### config.mk
export PLATFORM = sky130hd
export DESIGN_NAME = page_replacement_engine
export DESIGN_NICKNAME = d
export VERILOG_FILES = /design/src/rtl/pre_pkg.sv /design/src/rtl/page_replacement_engine.sv /design/src/rtl/pre_cell.sv /design/src/rtl/pre_ctrl.sv
export SDC_FILE = /design/constraint.sdc
export NUM_CORES = 1
export LEC_CHECK = 0
export BUFFER_PORTS_ARGS = -buffer_cell sky130_fd_sc_hd__buf_2
export CORE_MARGIN = 2
export CORE_UTILIZATION = 50
export CTS_CLUSTER_DIAMETER = 100
export CTS_CLUSTER_SIZE = 28
export DETAILED_ROUTE_END_ITERATION = 6
export PLACE_DENSITY_LB_ADDON = 0.12
export SYNTH_ARGS = -nofsm -noshare
export SYNTH_HDL_FRONTEND = slang
export SYNTH_SLANG_ARGS = --single-unit
### constraint.sdc
create_clock -name i_clk -period 10.45 [get_ports i_clk]
set_input_delay 0.5225 -clock i_clk [delete_from_list [all_inputs] [get_ports i_clk]]
set_output_delay 0.5225 -clock i_clk [all_outputs]
set_load 0.02 [all_outputs]
### src/rtl/pre_pkg.sv
// shared types and constants for the page replacement engine
package pre_pkg;
    localparam int ENTRIES   = 8;
    localparam int PAGE_BITS = 20;
    localparam int IDX_BITS  = $clog2(ENTRIES);
    localparam int AGE_BITS  = 16;
    localparam int FAULT_BITS = 32;
    localparam logic [AGE_BITS-1:0] AGE_MAX = '1;

    typedef logic [PAGE_BITS-1:0] t_page;
    typedef logic [IDX_BITS-1:0]  t_idx;
    typedef logic [AGE_BITS-1:0]  t_age;

    // replacement policy codes
    typedef enum logic [1:0] {
        POL_LRU  = 2'd0,
        POL_FIFO = 2'd1,
        POL_SC   = 2'd2,
        POL_SC3  = 2'd3
    } t_policy;

    // per-cycle command broadcast to every cell
    typedef struct packed {
        logic  shift;      // fifo shift-down, last cell loads page
        logic  write;      // write page into target slot
        logic  set_valid;
        t_idx  target;
        logic  age_clr;    // clear target age
        logic  age_inc;    // age every valid slot
        logic  ref_set;    // set target ref bit
        logic  ref_clr;    // clear target ref bit
        t_page page;
    } t_cell_cmd;

    // what one cell shows to the controller
    typedef struct packed {
        logic  valid;
        t_page page;
        t_age  age;
        logic  ref_bit;
    } t_cell_view;
endpackage

### src/rtl/page_replacement_engine.sv
// top level of the page replacement engine: controller and row of slot cells
//  channel | ports                                 | handshake
//  in      | i_page_number                         | start & !busy
//  cfg     | i_cfg_we, i_cfg_data (policy)         | i_cfg_we
//  out     | o_hit, o_slot, o_fault_count          | o_strobe, one cycle
// a reference is scanned one slot per cycle for a hit or a slot to fill; a
// second-chance eviction then adds a sweep of the hand over the ref bits
// synchronous active-low reset empties all slots and selects second chance
// the result strobe lasts one cycle; the receiver cannot stall
module page_replacement_engine
    import pre_pkg::*;
(
    input  logic                  i_clk,
    input  logic                  i_rst_n,
    input  logic                  start,
    output logic                  busy,
    input  logic [19:0]           i_page_number,
    input  logic                  i_cfg_we,
    input  logic [1:0]            i_cfg_data,
    output logic                  o_strobe,
    output logic                  o_hit,
    output logic [2:0]            o_slot,
    output logic [31:0]           o_fault_count
);
    t_cell_cmd  cmd;
    t_cell_view views [ENTRIES];

    // controller
    pre_ctrl u_ctrl (
        .i_clk, .i_rst_n, .start, .busy,
        .i_page(t_page'(i_page_number)),
        .i_cfg_we, .i_cfg_data,
        .i_views(views), .o_cmd(cmd),
        .o_strobe, .o_hit, .o_slot, .o_fault_count
    );

    // row of cells, each fed the page of its upper neighbor
    for (genvar g = 0; g < ENTRIES; g++) begin : g_cell
        pre_cell u_cell (
            .i_clk, .i_rst_n,
            .i_index(t_idx'(g)),
            .i_cmd(cmd),
            .i_next_page(views[(g + 1) % ENTRIES].page),
            .o_view(views[g])
        );
    end
endmodule

### src/rtl/pre_cell.sv
// one slot cell: valid, page, age and reference bit
module pre_cell
    import pre_pkg::*;
(
    input  logic       i_clk,
    input  logic       i_rst_n,
    input  t_idx       i_index,
    input  t_cell_cmd  i_cmd,
    input  t_page      i_next_page,
    output t_cell_view o_view
);
    logic  r_valid;
    t_page r_page;
    t_age  r_age;
    logic  r_ref;
    logic  sel;
    logic  last;
    logic  fill;

    assign sel  = (i_cmd.target == i_index);
    assign last = (i_index == t_idx'(ENTRIES - 1));
    assign fill = i_cmd.write && sel && i_cmd.set_valid;

    // control bits
    always_ff @(posedge i_clk) begin
        if (!i_rst_n) begin
            r_valid <= 1'b0;
            r_age   <= '0;
            r_ref   <= 1'b0;
        end else begin
            if (fill) begin
                r_valid <= 1'b1;
            end
            // a cleared or newly filled slot still takes this beat's aging
            if (i_cmd.age_clr && sel) begin
                r_age <= i_cmd.age_inc ? t_age'(1) : '0;
            end else if (i_cmd.age_inc && (r_valid || fill) && r_age != AGE_MAX) begin
                r_age <= r_age + 1'b1;
            end
            if (i_cmd.ref_set && sel) begin
                r_ref <= 1'b1;
            end else if (i_cmd.ref_clr && sel) begin
                r_ref <= 1'b0;
            end
        end
    end

    // page payload, shifts from the neighbor above in fifo mode
    always_ff @(posedge i_clk) begin
        if (i_cmd.shift) begin
            r_page <= last ? i_cmd.page : i_next_page;
        end else if (i_cmd.write && sel) begin
            r_page <= i_cmd.page;
        end
    end

    assign o_view = '{valid: r_valid, page: r_page, age: r_age, ref_bit: r_ref};
endmodule

### src/rtl/pre_ctrl.sv
// sequencer: scans cells one per cycle and issues commands
module pre_ctrl
    import pre_pkg::*;
(
    input  logic                  i_clk,
    input  logic                  i_rst_n,
    input  logic                  start,
    output logic                  busy,
    input  t_page                 i_page,
    input  logic                  i_cfg_we,
    input  logic [1:0]            i_cfg_data,
    input  t_cell_view            i_views [ENTRIES],
    output t_cell_cmd             o_cmd,
    output logic                  o_strobe,
    output logic                  o_hit,
    output logic [2:0]            o_slot,
    output logic [FAULT_BITS-1:0] o_fault_count
);
    typedef enum logic [1:0] {S_IDLE, S_SCAN, S_HAND, S_DONE} t_state;

    localparam int CNT_BITS = $clog2(ENTRIES + 1);

    t_state                r_state;
    t_policy               r_policy;
    t_page                 r_page;
    logic [CNT_BITS-1:0]   r_k;
    t_idx                  r_oldest;
    t_age                  r_top;
    t_idx                  r_hand;
    logic [FAULT_BITS-1:0] r_fault;
    t_cell_cmd             n_cmd;
    t_cell_view            cur;
    t_idx                  k_idx;
    logic                  at_end;
    logic                  fault_sat;

    assign k_idx     = r_k[IDX_BITS-1:0];
    assign cur       = i_views[k_idx];
    assign at_end    = (r_k == CNT_BITS'(ENTRIES));
    assign fault_sat = (r_fault == '1);
    assign busy      = (r_state != S_IDLE);
    assign o_fault_count = r_fault;

    // first empty slot, or the last slot when full (fifo)
    function automatic t_idx first_empty(input t_cell_view v [ENTRIES]);
        t_idx r;
        r = t_idx'(ENTRIES - 1);
        for (int i = ENTRIES - 1; i >= 0; i--) begin
            if (!v[i].valid) r = t_idx'(i);
        end
        return r;
    endfunction

    // sequencer and registered results
    always_ff @(posedge i_clk) begin
        if (!i_rst_n) begin
            r_state  <= S_IDLE;
            r_policy <= POL_SC;
            r_hand   <= '0;
            r_fault  <= '0;
            o_strobe <= 1'b0;
            o_hit    <= 1'b0;
            o_slot   <= '0;
            o_cmd    <= '0;
        end else begin
            o_strobe <= 1'b0;
            o_cmd    <= n_cmd;
            if (i_cfg_we) begin
                r_policy <= t_policy'(i_cfg_data);
            end
            unique case (r_state)
                S_IDLE: begin
                    if (start) begin
                        r_page   <= i_page;
                        r_k      <= '0;
                        r_oldest <= '0;
                        r_top    <= '0;
                        r_state  <= S_SCAN;
                    end
                end
                S_SCAN: begin
                    if (!at_end && cur.valid && cur.page == r_page) begin
                        o_hit  <= 1'b1;
                        o_slot <= 3'(k_idx);
                        r_state <= S_DONE;
                    end else if (!at_end && (cur.valid || r_policy == POL_FIFO)) begin
                        if (cur.age > r_top) begin
                            r_top    <= cur.age;
                            r_oldest <= k_idx;
                        end
                        r_k <= r_k + 1'b1;
                    end else begin
                        // miss
                        o_hit <= 1'b0;
                        if (!fault_sat) r_fault <= r_fault + 1'b1;
                        if (r_policy == POL_FIFO) begin
                            o_slot  <= 3'(first_empty(i_views));
                            r_state <= S_DONE;
                        end else if (!at_end) begin
                            o_slot <= 3'(k_idx);
                            if (r_policy != POL_LRU) begin
                                r_hand <= (r_hand == t_idx'(ENTRIES - 1)) ? '0
                                                                          : r_hand + 1'b1;
                            end
                            r_state <= S_DONE;
                        end else if (r_policy == POL_LRU) begin
                            o_slot  <= 3'(r_oldest);
                            r_state <= S_DONE;
                        end else begin
                            r_state <= S_HAND;
                        end
                    end
                end
                S_HAND: begin
                    if (i_views[r_hand].ref_bit) begin
                        r_hand <= (r_hand == t_idx'(ENTRIES - 1)) ? '0 : r_hand + 1'b1;
                    end else begin
                        o_slot  <= 3'(r_hand);
                        r_state <= S_DONE;
                    end
                end
                S_DONE: begin
                    o_strobe <= 1'b1;
                    r_state  <= S_IDLE;
                end
                default: r_state <= S_IDLE;
            endcase
        end
    end

    // command for the cells, computed this cycle and registered into o_cmd
    always_comb begin
        n_cmd = '0;
        n_cmd.page = r_page;
        if (r_state == S_SCAN) begin
            if (!at_end && cur.valid && cur.page == r_page) begin
                n_cmd.target = k_idx;
                if (r_policy == POL_LRU) begin
                    n_cmd.age_clr = 1'b1;
                    n_cmd.age_inc = 1'b1;
                end else if (r_policy != POL_FIFO) begin
                    n_cmd.ref_set = 1'b1;
                end
            end else if (!at_end && (cur.valid || r_policy == POL_FIFO)) begin
                n_cmd = n_cmd;
            end else if (r_policy == POL_FIFO) begin
                if (i_views[ENTRIES-1].valid) begin
                    n_cmd.shift = 1'b1;
                end else begin
                    n_cmd.write     = 1'b1;
                    n_cmd.set_valid = 1'b1;
                    n_cmd.target    = first_empty(i_views);
                end
            end else if (!at_end) begin
                n_cmd.write     = 1'b1;
                n_cmd.set_valid = 1'b1;
                n_cmd.target    = k_idx;
                n_cmd.ref_clr   = (r_policy != POL_LRU);
                n_cmd.age_inc   = (r_policy == POL_LRU);
            end else if (r_policy == POL_LRU) begin
                n_cmd.write   = 1'b1;
                n_cmd.target  = r_oldest;
                n_cmd.age_clr = 1'b1;
                n_cmd.age_inc = 1'b1;
            end
        end else if (r_state == S_HAND) begin
            n_cmd.target = r_hand;
            if (i_views[r_hand].ref_bit) begin
                n_cmd.ref_clr = 1'b1;
            end else begin
                n_cmd.write   = 1'b1;
                n_cmd.ref_set = 1'b1;
            end
        end
    end

    // a result only follows a busy period
    assert property (@(posedge i_clk) disable iff (!i_rst_n)
        o_strobe |-> $past(busy))
        else $error("strobe without work");
    // fault count never drops
    assert property (@(posedge i_clk) disable iff (!i_rst_n)
        $past(i_rst_n) |-> r_fault >= $past(r_fault))
        else $error("fault count went down");
    // a hit never counts a fault
    assert property (@(posedge i_clk) disable iff (!i_rst_n)
        (o_strobe && o_hit && $past(i_rst_n, 3)) |-> r_fault == $past(r_fault))
        else $error("hit changed fault count");
endmodule
After elaboration in Yosys (flattened, before gate mapping)
Cells that the tools add are included.

word-level totals
  bits in read-only memories = 0
  input port bits = 26
  register bits = 421
  word-level logic and storage cells = 354
  memory bits (writable) = 0
  output and inout port bits = 38
  latch bits = 0
  memories kept = 0

cells by class
  div/mod/pow operators = 0
  add/sub/neg operators = 11
  reductions and logical operators = 111
  equal/unequal tests = 37
  bitwise logic cells = 8
  multiply operators = 0
  shift operators = 0
  order comparisons = 3
  muxes and demuxes = 132

operators by type and width
  operator                                        number
  2-to-1 mux 20 bit                               17
  2-to-1 mux 16 bit                               20
  binary-select mux 38 bit (select 3 bit)         2
  adder 16 x 1 -> 16 bit (second input constant)  8
  inequality test 16 bit (second input constant)  8
  2-to-1 mux 38 bit                               2
  2-to-1 mux 3 bit                                24
  logical AND 1 bit                               59
  nonzero test 2 bit                              28
  2-to-1 mux 1 bit                                39
  adder 32 x 1 -> 32 bit (second input constant)  1
  equality test 32 bit (second input constant)    1
  case mux 16 bit (2 select lines)                1
  2-to-1 mux 2 bit                                13
  2-to-1 mux 21 bit                               1
  equality test 20 bit                            1
  inequality test 2 bit (second input constant)   9
  case mux 3 bit (2 select lines)                 3
  > comparator 16 bit                             1
  equality test 3 bit (second input constant)     5
  2-to-1 mux 5 bit                                3
  2-to-1 mux 4 bit                                3
  logical OR 1 bit                                9
  >= comparator 4 bit (second input constant)     2
  other kinds (27)                                42

Depth between registers and ports, before layout
Gate-level depths: netlist of run 1.

  word-level depth = 12
  mapped depth = 18
  mapped depth without buffers = 12

By module
Synthesis of run 1 repeated with hierarchy kept, for this count alone.

unflattened totals
  cells, all modules = 1986
  area, all modules = 22099.9 µm²

by module, submodules not included
  module                   cells each  area each (µm²)  instances  sequential area each (µm²)
  pre_cell                 160         1811.7           8          960.9
  pre_ctrl                 704         7598.5           1          2772.7
  page_replacement_engine  2           7.5              1          0.0

Worst setup path before layout of run 1
Ideal clock, no wire load.

  path type = flip-flop to flip-flop
  start = register u_ctrl.r_k[1]
  end = register u_ctrl.r_oldest[0] (enable)
  required time = 10049 ps
  path buffers = 3
  library setup time = 401 ps
  stages on the path, launching flop included = 16
  arrival = 4346 ps
  path slack = 5703 ps
  clock period less this slack = 4747 ps
  path through = edfxtp_1 buf_2 buf_1 buf_1 mux4_2 mux2_2 ha_1 a21o_1 a21oi_1 nor2b_1 o21ai_0 nand2b_1 a211oi_1 o21ai_0 nand3_1 a21oi_1

RTL lines
  element                 line            RTL
  from (decl)             pre_ctrl.sv:26  logic [CNT_BITS-1:0] r_k;
  from (signal assigned)  pre_ctrl.sv:91  r_k <= r_k + 1'b1;
  to (signal assigned)    pre_ctrl.sv:89  r_oldest <= k_idx;
  to (decl)               pre_ctrl.sv:27  t_idx r_oldest;

==> results.md, run 1 <==
* Status: completed
* Mux cell area share after synthesis at 10.22%
* Initial DRC count at about 1,200
* Met3 global-route usage at 3.023%
* Average wire per standard cell at between 15 and 20 um
* FFs w/ async S/R, synth at 0%
* VDD IR max at 0.1009 mV
* Crit path kind: reg2reg
* Hold Buf Count CTS at 0
* Most common cell in the netlist: nand2_1
* Initial core utilization at 50.63%
* Largest family of logic cells by synthesized area: simple AND/OR/NAND/NOR gates
* PortBufs at 63
* Max-cap violations at 0
* Pleak at 0.008348 uW
* Vias per cell at 5.666
* GPL Wtd Cong at 0.8744
* Full die area at approximately 42,000 sq um
* Hold Crit Class: in2reg
* Synth Area in Simple Gates at a little over a fifth
* Crit Path Max Fanout at 42
* Post-DP HPWL at 33,320 um
* Pwr Density at ~160 nW/um^2
* Met1 Usage GRT at approximately a third
* Core ar. at 39,730 sq um
* Later-pin clock latency in the skew report at about 550 ps
* Yosys Warn Count at 0
* Vias in the first global route at 13,610
* Synth Instances at 1,935
* CTS tree: done
* Synthesized area at between 20,000 and 25,000 sq um
* Routed Antenna Nets at 0
* Clk buf depth at 3
* Via Count at 14,110
* Period minus WS final at 4352 ps
* Synth area leaders: edfxtp_1, dfxtp_1, nand2_1, mux4_2, xor2_1
* Critical path arrival at 4520 ps
* H-tree depth at 1
* Clock transition at the registers of the reported paths at 110 ps
* Die width at 204.6 um
* First-pass GRT wire length at ~77,000 um
* Drc violations at 0
* Layout area overhead at 6.443%
* TritonCTS buffer count at 19
* Total gr overflow at 0
* Layout Skew at roughly 31 ps
* Busiest layer in global routing: met2
* Net count reported at finish at 2,014
* Complex-gate fraction of the synthesized area at 5.778%
* End of the critical path: u_ctrl.r_top[11]
* Setup slack, reg-to-reg at 6100 ps
* Fin crit share at 41.65%
* Netlist cell types at 67
* Inserted Diodes at 0
* GRT Resource Usage Total at 23.45%
* Hold Worst Slack at 149.0 ps
* EDFF count, synth at 203
* Synth Register Bits at ~420
* Row cnt at 73
* Cell count of the worst reg-to-reg path at 13
* Hold Fails Final Rpt at 0
* Actual slew at the worst max-slew pin at between 1000 and 1500 ps
* IO Pins at 64
* CP startpoint kind: flip-flop
* Synth Area per Inst at 10.40 sq um
* TNS Setup at 0 ps
* Critical Path RT at 10,620 ps
* Post-Synth Adder-Cell Area at 2.115%
* Pin count of the biggest net entering global routing at 89
* Register area share after synthesis at between 50% and 60%
* RSZ-0062 raised after global routing: false
* Post-synth top flop: dfxtp_1
* Post-synth top cells: nand2_1, dfxtp_1, edfxtp_1, nor2_1, xor2_1
* Overall routed net length at 48,930 um
* Clk sinks at 421
* Fraction of layout cells with a size suffix above 1 at 9.618%
* WHS Path Cells at 1
* Post-synth top area cell: edfxtp_1
* Final setup vio count at 0
* Post-CTS Resized at 0
* Initial antenna violation count at 0
* Die Y at 204.6 um
* Top-area cell type share of the netlist area at 30.30%
* Core occupancy in the finished layout at 53.89%
* CTS Root Cell: clkbuf_16
* Setup crit start: u_ctrl.r_k[1]
* Slew Viols, Final at 0
* CP endpoint kind: flip-flop
* Fmax at 229.8 MHz
* Max_slew headroom at 21.90%
* Post-CTS setup buffer count at 0
* Syn Nets at 1,995
* Worst R2R End: u_ctrl.r_top[11]
* Worst R2R Start: u_ctrl.r_k[1]
* 1st-pass router iterations at 5
* GR Util met2 at a little under two fifths
* Synth Area in XOR/XNOR at between 6 and 7%
[cell usage in the layout (no fill, tap or decap), types with 34 or more instances in the layout]
master    instances
nand2_1         401
dfxtp_1         217
edfxtp_1        203
nor2_1          183
xor2_1           85
mux2i_1          67
xnor2_1          64
buf_2            63
and2_1           61
mux4_2           54
a21oi_1          50
nand3_1          48
and3_1           43
nand4_1          40
inv_1            34
ha_1             34
[flip-flops by register name (all words and copies together), names as in the netlist]
register / flops
g_cell.u_cell.r_page: 160
g_cell.u_cell.r_age: 128
u_ctrl.o_fault_count: 32
u_ctrl.o_cmd: 30
u_ctrl.r_page: 20
u_ctrl.r_top: 16
g_cell.u_cell.r_ref: 8
g_cell.u_cell.r_valid: 8
u_ctrl.r_k: 4
u_ctrl.o_slot: 3
u_ctrl.r_hand: 3
u_ctrl.r_oldest: 3
u_ctrl.r_policy: 2
u_ctrl.r_state: 2
u_ctrl.o_hit: 1
u_ctrl.o_strobe: 1
[worst max-delay path, stage by stage (launching register included)]
cell and delay (ps):
edfxtp_1 460, buf_4 590, mux4_2 590, mux2_2 290, ha_1 310, a21o_1 120, a21oi_1 60, nor2b_1 100
o21ai_0 70, nand2b_1 70, a211oi_1 60, o21ai_0 210, nand3_1 120, a21oi_2 880
[stage by stage]
stage	total power (uW)	instance area [sq um]	std cells	setup WS (ps)
2_1_floorplan	2411	20120	1935	5703
3_3_place_gp	2591	20870	2458	6189
3_5_place_dp	2601	20870	2458	6101
4_1_cts	3477	21410	2490	6061
5_1_grt	3603	21410	2490	5779
6_report	3449	21410	2490	6098
[layer usage]
metal / up-vias / wire length (um)
met4: 0 / 999
met1: 6963 / 23010
met3: 46 / 2174
met5: - / 0
li1: 6817 / -
met2: 283 / 22750
[worst min path at each step]
stage                 startpoint                     endpoint  slack (ps)
3_3_place_gp    u_ctrl.o_cmd[14]  g_cell[7].u_cell.r_page[14]         410
4_1_cts         i_page_number[9]             u_ctrl.r_page[9]         130
2_1_floorplan    u_ctrl.o_cmd[0]   g_cell[7].u_cell.r_page[0]         410
6_report       i_page_number[15]            u_ctrl.r_page[15]         150
5_1_grt         i_page_number[0]             u_ctrl.r_page[0]         130
3_5_place_dp    u_ctrl.o_cmd[14]  g_cell[7].u_cell.r_page[14]         420
[power breakdown]
| group | total [uW] | switching (uW) | leakage (uW) | internal [uW] |
|---|---|---|---|---|
| registers | 1890 | 61.9 | 0.00363 | 1830 |
| logic | 673 | 421 | 0.00445 | 252 |
| clock network | 885 | 532 | 0.000261 | 354 |
| total | 3450 | 1010 | 0.00835 | 2430 |
[kinds of logic after synthesis]
kind of cell | count (synthesis)
simple gates | 898
flops | 421
compound gates | 178
xor+xnor | 149
mux | 136
buf+inv | 119
fa+ha+maj | 34
[cell type report]
| type | instances | area [sq um] |
|---|---|---|
| Fill cell | 3566 | 18320 |
| Sequential cell | 421 | 10460 |
| Multi-Input combinational cell | 1395 | 9158 |
| Tap cell | 525 | 656.9 |
| Clock buffer | 30 | 516.7 |
| Timing Repair Buffer | 82 | 457.9 |
| Inverter | 35 | 131.4 |
| Clock inverter | 2 | 28.78 |
(Power assumes the default switching activity.)
==> run 2: changes to the inputs <==
==> constraint.sdc (replaced) <==
create_clock -name i_clk -period 4.2 [get_ports i_clk]
set_input_delay 0.21 -clock i_clk [delete_from_list [all_inputs] [get_ports i_clk]]
set_output_delay 0.21 -clock i_clk [all_outputs]
set_load 0.02 [all_outputs]
==> run 2 against run 1 <==
  * Flip-flop and latch count is the same
  * Global-route usage rose by 0.19 points
  * Cell count grew 1.5%
  * Die area is the same
  * Sequential power grew 150%
  * First-iteration DRC count about the same
  * Worst hold slack improved by 37 ps
  * Clock skew up 16 ps
  * Power grew to 2.5 times the previous value
  * Design area rose by 2.0%
  * Critical path depth shrank 3
  * Register-to-register slack lost 5700 ps
  * Largest power group unchanged
==> results.md, run 2 (synthesis results as in run 1) <==
* Max reg flops at 160 (unchanged)
* Largest Register: g_cell.u_cell.r_page
* Core ar. at 39,730 sq um (unchanged)
* Max_slew headroom at 31.40% (+9.5 points)
* Max-cap violations at 0 (unchanged)
* Reg area at 10,460 sq um (unchanged)
* Initial antenna violation count at 1 (+1)
* Critical path arrival at 4000 ps (-520 ps)
* H-tree depth at 1 (unchanged)
* IO Pins at 64 (unchanged)
* Die Y at 204.6 um (unchanged)
* Hold Crit Class: in2reg
* Critical Path RT at 4390 ps (-6230 ps)
* TNS Setup at 0 ps (unchanged)
* Vias per cell at 5.664 (about the same)
* Total gr overflow at 0 (unchanged)
* First-pass GRT wire length at 77,620 um (+0.58%)
* Hold Fails Final Rpt at 0 (unchanged)
* Post-CTS Resized at 0 (unchanged)
* CTS tree: done
* Slowest CP cell: nor2b_1
* Crit-path cells: buf_4, nor2b_1, a22oi_1, and3_1, o22a_1, and4_1, nand4_4, and3_4, nand3_1, a21oi_4
* Actual slew at the worst max-slew pin at 1029 ps (-142.5 ps)
* Initial DRC count at 1,190 (+0.084%)
* Pwr Density at 397.1 nW/um^2 (+150%)
* Crit Path Max Fanout at 19 (-55%)
* Fin cells at 2,528 (+1.5%)
* Crit path kind: reg2reg
* Row cnt at 73 (unchanged)
* Most frequent cells in the layout: nand2_1, dfxtp_1, edfxtp_1, nor2_1, xor2_1
* Vias in the first global route at 13,750 (+1.0%)
* 1st-pass router iterations at 5 (unchanged)
* Final setup vio count at 0 (unchanged)
* Clk sinks at 421 (unchanged)
* RSZ-0062 raised after global routing: false
* Drc violations at 0 (unchanged)
* Fmax at 262.3 MHz (+14%)
* Layout Skew at 46.74 ps (+15.59 ps)
* Pin count of the biggest net entering global routing at 113 (+27%)
* TritonCTS buffer count at 19 (unchanged)
* Commonest non-fill, non-tap cell in the layout: nand2_1
* Post-DP HPWL at 34,440 um (+3.4%)
* Dpl cells at 2,471 (+0.53%)
* Slowest stage delay, CP at 660 ps (-220 ps)
* Placement Setup Slack at 408.6 ps (-5693 ps)
* Net count reported at finish at 2,051 (+1.8%)
* Final instance area at 21,850 sq um (+2.0%)
* Die width at 204.6 um (unchanged)
* Average wire per standard cell at 19.72 um (+0.32%)
* Clk buf depth at 3 (unchanged)
* Placed inst area at 21,050 sq um (+0.86%)
* Via Count at 14,320 (+1.5%)
* Later-pin clock latency in the skew report at 550 ps (about the same)
* Fin crit share at 90.77% (+49 points)
* Pleak at 0.008542 uW (+2.3%)
* Layout area overhead at 8.602%
* Total power at 8677 uW (+150%)
* CP endpoint kind: flip-flop
* GRT Resource Usage Total at 23.64% (+0.19 points)
* Slew Viols, Final at 0 (unchanged)
* Routed Antenna Nets at 0 (unchanged)
* Footprint of the multi-input gates at 9165 sq um (about the same)
* FILL cells at 3,563 (-0.084%)
* Initial core utilization at 50.63% (unchanged)
* CP startpoint kind: flip-flop
* Fraction of layout cells with a size suffix above 1 at 10.08% (+0.47 points)
* Full die area at 41,860 sq um (unchanged)
* Status: completed
* VDD IR max at 0.2683 mV (+170%)
* CTS Root Cell: clkbuf_16
* Inserted Diodes at 0 (unchanged)
* Period minus WS final at 3813 ps (-539.4 ps)
* Overall routed net length at 49,840 um (+1.9%)
* GPL Wtd Cong at 0.9106 (+4.1%)
* Clock transition at the registers of the reported paths at 110 ps (about the same)
* Final worst slack at 387.5 ps (-5711 ps)
* PortBufs at 63 (unchanged)
==> run 2: path summary, 6_finish.rpt <==
| kind | start | end | slack (ps) | cells after the start |
|---|---|---|---|---|
| hold / removal | start | u_ctrl.r_state[1] | 190 | 4 |
| setup reg to reg | u_ctrl.r_k[1] | u_ctrl.r_top[10] | 390 | 10 |
| hold reg to reg | u_ctrl.o_cmd[18] | g_cell[7].u_cell.r_page[18] | 440 | 0 |
| setup / recovery | u_ctrl.r_k[1] | u_ctrl.r_top[10] | 390 | 10 |
==> run 2: area by class of cell <==
type / instances / area share (%)
clock buffers: 31 / 2.382
clock inverters: 2 / 0.1775
inverters: 35 / 0.6013
multi-input cells: 1395 / 41.95
flip-flops and latches: 421 / 47.90
well taps: 525 / 3.007
repair buffers: 119 / 3.986
==> run 2: metrics by stage <==
| stage | hold WS, ps | util, % |
|---|---|---|
| finish | 185.6 | 54.99 |
| detailed placement | 388.6 | 52.97 |
| global placement | 386.4 | 52.97 |
| CTS | 151.7 | 54.99 |
| floorplan | 308.9 | - |
| global route | 180.1 | 54.99 |
==> run 2: worst max-delay path, delay by kind of cell, from the launching register on <==
family	cells	cell delay (ps)
simple gates	6	1680
compound gates	3	1110
flops	1	410
buf+inv	1	210
==> run 2: report_power, final <==
group	leakage [uW]	internal, uW	switching, uW
clock	0.000264	883	1330
combinational	0.00464	692	1070
sequential	0.00363	4550	155
total	0.00854	6130	2550
==> run 2: timing repair <==
item,CTS,global route
hold endpoints to repair,22,0
hold buffers,24,0
setup buffers,0,0
==> run 2: per-layer routing <==
layer	track usage [%]	share of wire [%]	wire length [um]
met1	34.11	46	22880
met3	2.752	5.7	2856
met4	4.891	1.8	895
met5	0	0	0
met2	38.49	47	23210
==> run 3: changes to the inputs <==
--- a/config.mk
+++ b/config.mk
@@ -7,11 +7,12 @@
 export LEC_CHECK = 0
 export BUFFER_PORTS_ARGS = -buffer_cell sky130_fd_sc_hd__buf_2
 export CORE_MARGIN = 2
-export CORE_UTILIZATION = 50
+export CORE_UTILIZATION = 60
 export CTS_CLUSTER_DIAMETER = 100
 export CTS_CLUSTER_SIZE = 28
 export DETAILED_ROUTE_END_ITERATION = 6
 export PLACE_DENSITY_LB_ADDON = 0.12
 export SYNTH_ARGS = -nofsm -noshare
 export SYNTH_HDL_FRONTEND = slang
+export SYNTH_HIERARCHICAL = 1
 export SYNTH_SLANG_ARGS = --single-unit
==> constraint.sdc (replaced) <==
create_clock -name i_clk -period 4.06 [get_ports i_clk]
set_input_delay 0.203 -clock i_clk [delete_from_list [all_inputs] [get_ports i_clk]]
set_output_delay 0.203 -clock i_clk [all_outputs]
set_load 0.02 [all_outputs]
==> run 3 against run 2 <==
  * Combinational power grew 10%
  * Worst hold slack gained 81 ps
  * Design area grew 9.3%
  * Highest routed layer unchanged
  * Power up 6.4%
  * Critical path type unchanged
  * Sequential share of layout area fell by 4.1 points
  * Cell count is 1.8% higher
  * Flip-flop and latch count is the same
==> results.md, run 3 <==
* Status: completed
* Dpl cells at 2,515 (+1.8%)
* Overall routed net length at 56,840 um (+14%)
* Drc violations at 0 (unchanged)
* Period minus WS final at 3814 ps (+1.752 ps)
* Net count reported at finish at 2,151 (+4.9%)
* Hold Crit Class: in2reg
* Core occupancy in the finished layout at 65.57% (+11 points)
* Yosys Warn Count at 6 (+6)
* Largest family of logic cells by synthesized area: multiplexers
* Vias per cell at 6.485 (+14%)
* Die width at 195.9 um (-4.2%)
* Netlist cell types at 66 (-1.5%)
* Fin cells at 2,573 (+1.8%)
* CP endpoint kind: flip-flop
* CTS tree: done
* Max reg flops at 160 (unchanged)
* Post-synth top flop: dfxtp_1
* Synth Area in Simple Gates at 15.59% (-5.3 points)
* Vias in the first global route at 15,810 (+15%)
* TNS Setup at 0 ps (unchanged)
* Synth Instances at 1,986 (+2.6%)
* Crit path kind: reg2reg
* Hold Buf Count CTS at 24 (unchanged)
* Clk pwr share at 25.0% (-0.5 points)
* Final setup vio count at 0 (unchanged)
* Pleak at 0.008381 uW (-1.9%)
* FFs w/ async S/R, synth at 0% (unchanged)
* Switch share at 29.53% (+0.13 points)
* PortBufs at 63 (unchanged)
* Net Switching at 2725 uW (+6.8%)
* FILL cells at 2,851 (-20%)
* Post-synth top cells: dfxtp_1, edfxtp_1, nand2_1, mux2_2, a21oi_1
* Complex-gate fraction of the synthesized area at 10.48% (+4.7 points)
* Inserted Diodes at 0 (unchanged)
* Met2 wire len at 26,440 um (+14%)
* Core ar. at 36,430 sq um (-8.3%)
* Hold Fails Final Rpt at 0 (unchanged)
* Fin crit share at 93.95% (+3.2 points)
* Initial DRC count at 1,615 (+36%)
* Fmax at 262.2 MHz (about the same)
* Pin count of the biggest net entering global routing at 46 (-59%)
* Largest Register: g_cell.u_cell/r_page
* Synth Register Bits at 421 (unchanged)
* Average wire per standard cell at 22.09 um (+12%)
* Later-pin clock latency in the skew report at 560 ps (about the same)
* Layout area overhead at 8.096%
* Combinational power share at 21.1% (+0.8 points)
* Full die area at 38,380 sq um (-8.3%)
* P_int at 6504 uW (+6.2%)
* Commonest non-fill, non-tap cell in the layout: dfxtp_1
* Most frequent cells in the layout: dfxtp_1, edfxtp_1, nand2_1, mux2_2, a21oi_1
* Sequential Power Share at 53.9% (-0.3 points)
* Post-DP HPWL at 38,310 um (+11%)
* Max_slew headroom at 15.13% (-16 points)
* Clk buf depth at 3 (unchanged)
* Max-cap violations at 0 (unchanged)
* GPL Wtd Cong at 0.9215 (+1.2%)
* Top-area cell type share of the netlist area at 27.58% (-2.7 points)
* Critical Path RT at 4250 ps (-140 ps)
* 1st-pass router iterations at 6 (+1)
* H-tree depth at 1 (unchanged)
* Most common cell in the netlist: dfxtp_1
* Via Count at 16,690 (+17%)
* Initial antenna violation count at 0 (-1)
* RSZ-0062 raised after global routing: false
* Synthesized area at 22,100 sq um (+9.9%)
* First-pass GRT wire length at 88,240 um (+14%)
* TritonCTS buffer count at 19 (unchanged)
* Post-synth top area cell: edfxtp_1
* Clock transition at the registers of the reported paths at 120 ps (about the same)
* Fraction of layout cells with a size suffix above 1 at 20.33% (+10 points)
* Crit Path Max Fanout at 19 (unchanged)
* Routed length on met1 at 24,760 um (+8.3%)
* CTS Root Cell: clkbuf_16
* Routed length on met3 at 4292 um (+50%)
* Row cnt at 70 (-4.1%)
* Pwr Density at 386.3 nW/um^2 (-2.7%)
* IO Pins at 64 (unchanged)
* CP startpoint kind: flip-flop
* EDFF count, synth at 203 (unchanged)
* Die Y at 195.9 um (-4.2%)
* VDD IR max at 0.5140 mV (+92%)
* Post-CTS Resized at 0 (unchanged)
* Clk sinks at 421 (unchanged)
* Top sig layer: met4
* Initial core utilization at 60.66% (+10 points)
* Synth area leaders: edfxtp_1, dfxtp_1, mux2_2, mux4_2, nand2_1
* Post-CTS setup buffer count at 0 (unchanged)
* Layout Skew at 30.34 ps (-16.39 ps)
* Slew Viols, Final at 0 (unchanged)
* Synth Area in XOR/XNOR at 3.963% (-2.5 points)
* GRT Resource Usage Total at 29.23% (+5.6 points)
* Mux cell area share after synthesis at 17.64% (+7.4 points)
* Total gr overflow at 0 (unchanged)
* Actual slew at the worst max-slew pin at 1270 ps (+241.0 ps)
* Post-Synth Adder-Cell Area at 1.868% (-0.25 points)
* Routed Antenna Nets at 0 (unchanged)
* Register area share after synthesis at 47.33% (-4.7 points)
* Critical path arrival at 4010 ps (about the same)
* Synth Area per Inst at 11.13 sq um (+7.0%)
-- run 3: per-layer routing --
layer / track usage, % / vias to the layer above
li1: - / 7662
met1: 42.11 / 8279
met2: 47.41 / 657
met3: 3.369 / 87
met4: 7.716 / 0
met5: 0 / -
-- run 3: power by group through the flow --
stage | Combinational, uW | Clock (uW) | Sequential [uW]
2_1_floorplan | 1380 | 0 | 4980
4_1_cts | 1930 | 2360 | 4970
5_1_grt | 2090 | 2490 | 5000
3_5_place_dp | 1910 | 0 | 5060
3_3_place_gp | 1860 | 0 | 5050
6_report | 1940 | 2310 | 4980
-- run 3: kinds of logic after synthesis --
group                    after synthesis
other                                  2
flip-flops                           421
multiplexers                         274
XOR/XNOR                             100
AND/OR/NAND/NOR                      665
AO/OA/AOI/OAI                        352
adder cells (fa/ha/maj)               33
buffers and inverters                139
-- run 3: per-stage QoR --
step | worst slack [ps] | total power (uW) | hold WS (ps) | cell area, sq um
finish | 245.7 | 9229 | 266.8 | 23890
global route | 20.63 | 9574 | 264.1 | 23890
CTS | 241.3 | 9258 | 241.8 | 23890
detailed placement | 282.7 | 6973 | 381.1 | 23080
global placement | 337.3 | 6910 | 379.1 | 23080
floorplan | 0.9295 | 6367 | 301.9 | 22300
-- run 3: final cells by class --
cell class	count	area [sq um]	share of cell area, %
clock buffers	29	513.0	2.147
repair buffers	131	948.4	3.970
multi-input cells	1472	11150	46.67
flip-flops and latches	421	10460	43.79
clock inverters	5	56.30	0.2357
well taps	468	585.6	2.451
inverters	47	176.4	0.7385
-- run 3: path summary, 6_finish.rpt --
check | from | to | slack [ps] | cells past startpoint
worst max-delay path | u_ctrl/r_k[0] | u_ctrl/r_top[9] | 250 | 14
worst min-delay path | i_rst_n | u_ctrl/r_policy[1] | 270 | 3
worst max register to register | u_ctrl/r_k[0] | u_ctrl/r_top[9] | 250 | 14
worst min register to register | u_ctrl/o_slot[2] | u_ctrl/o_slot[2] | 490 | 2
-- run 3: worst max-delay path, cell delays in order, from the launching register on --
cell and delay, ps:
edfxtp_1 540, buf_12 240, mux4_2 530, nand2_1 120
nand2_1 80, ha_1 300, nor2b_1 130, o21a_1 120
o21a_1 110, o21a_1 100, o21a_1 100, o21ai_0 70
a21oi_1 130, nor2_1 80, o32ai_4 800
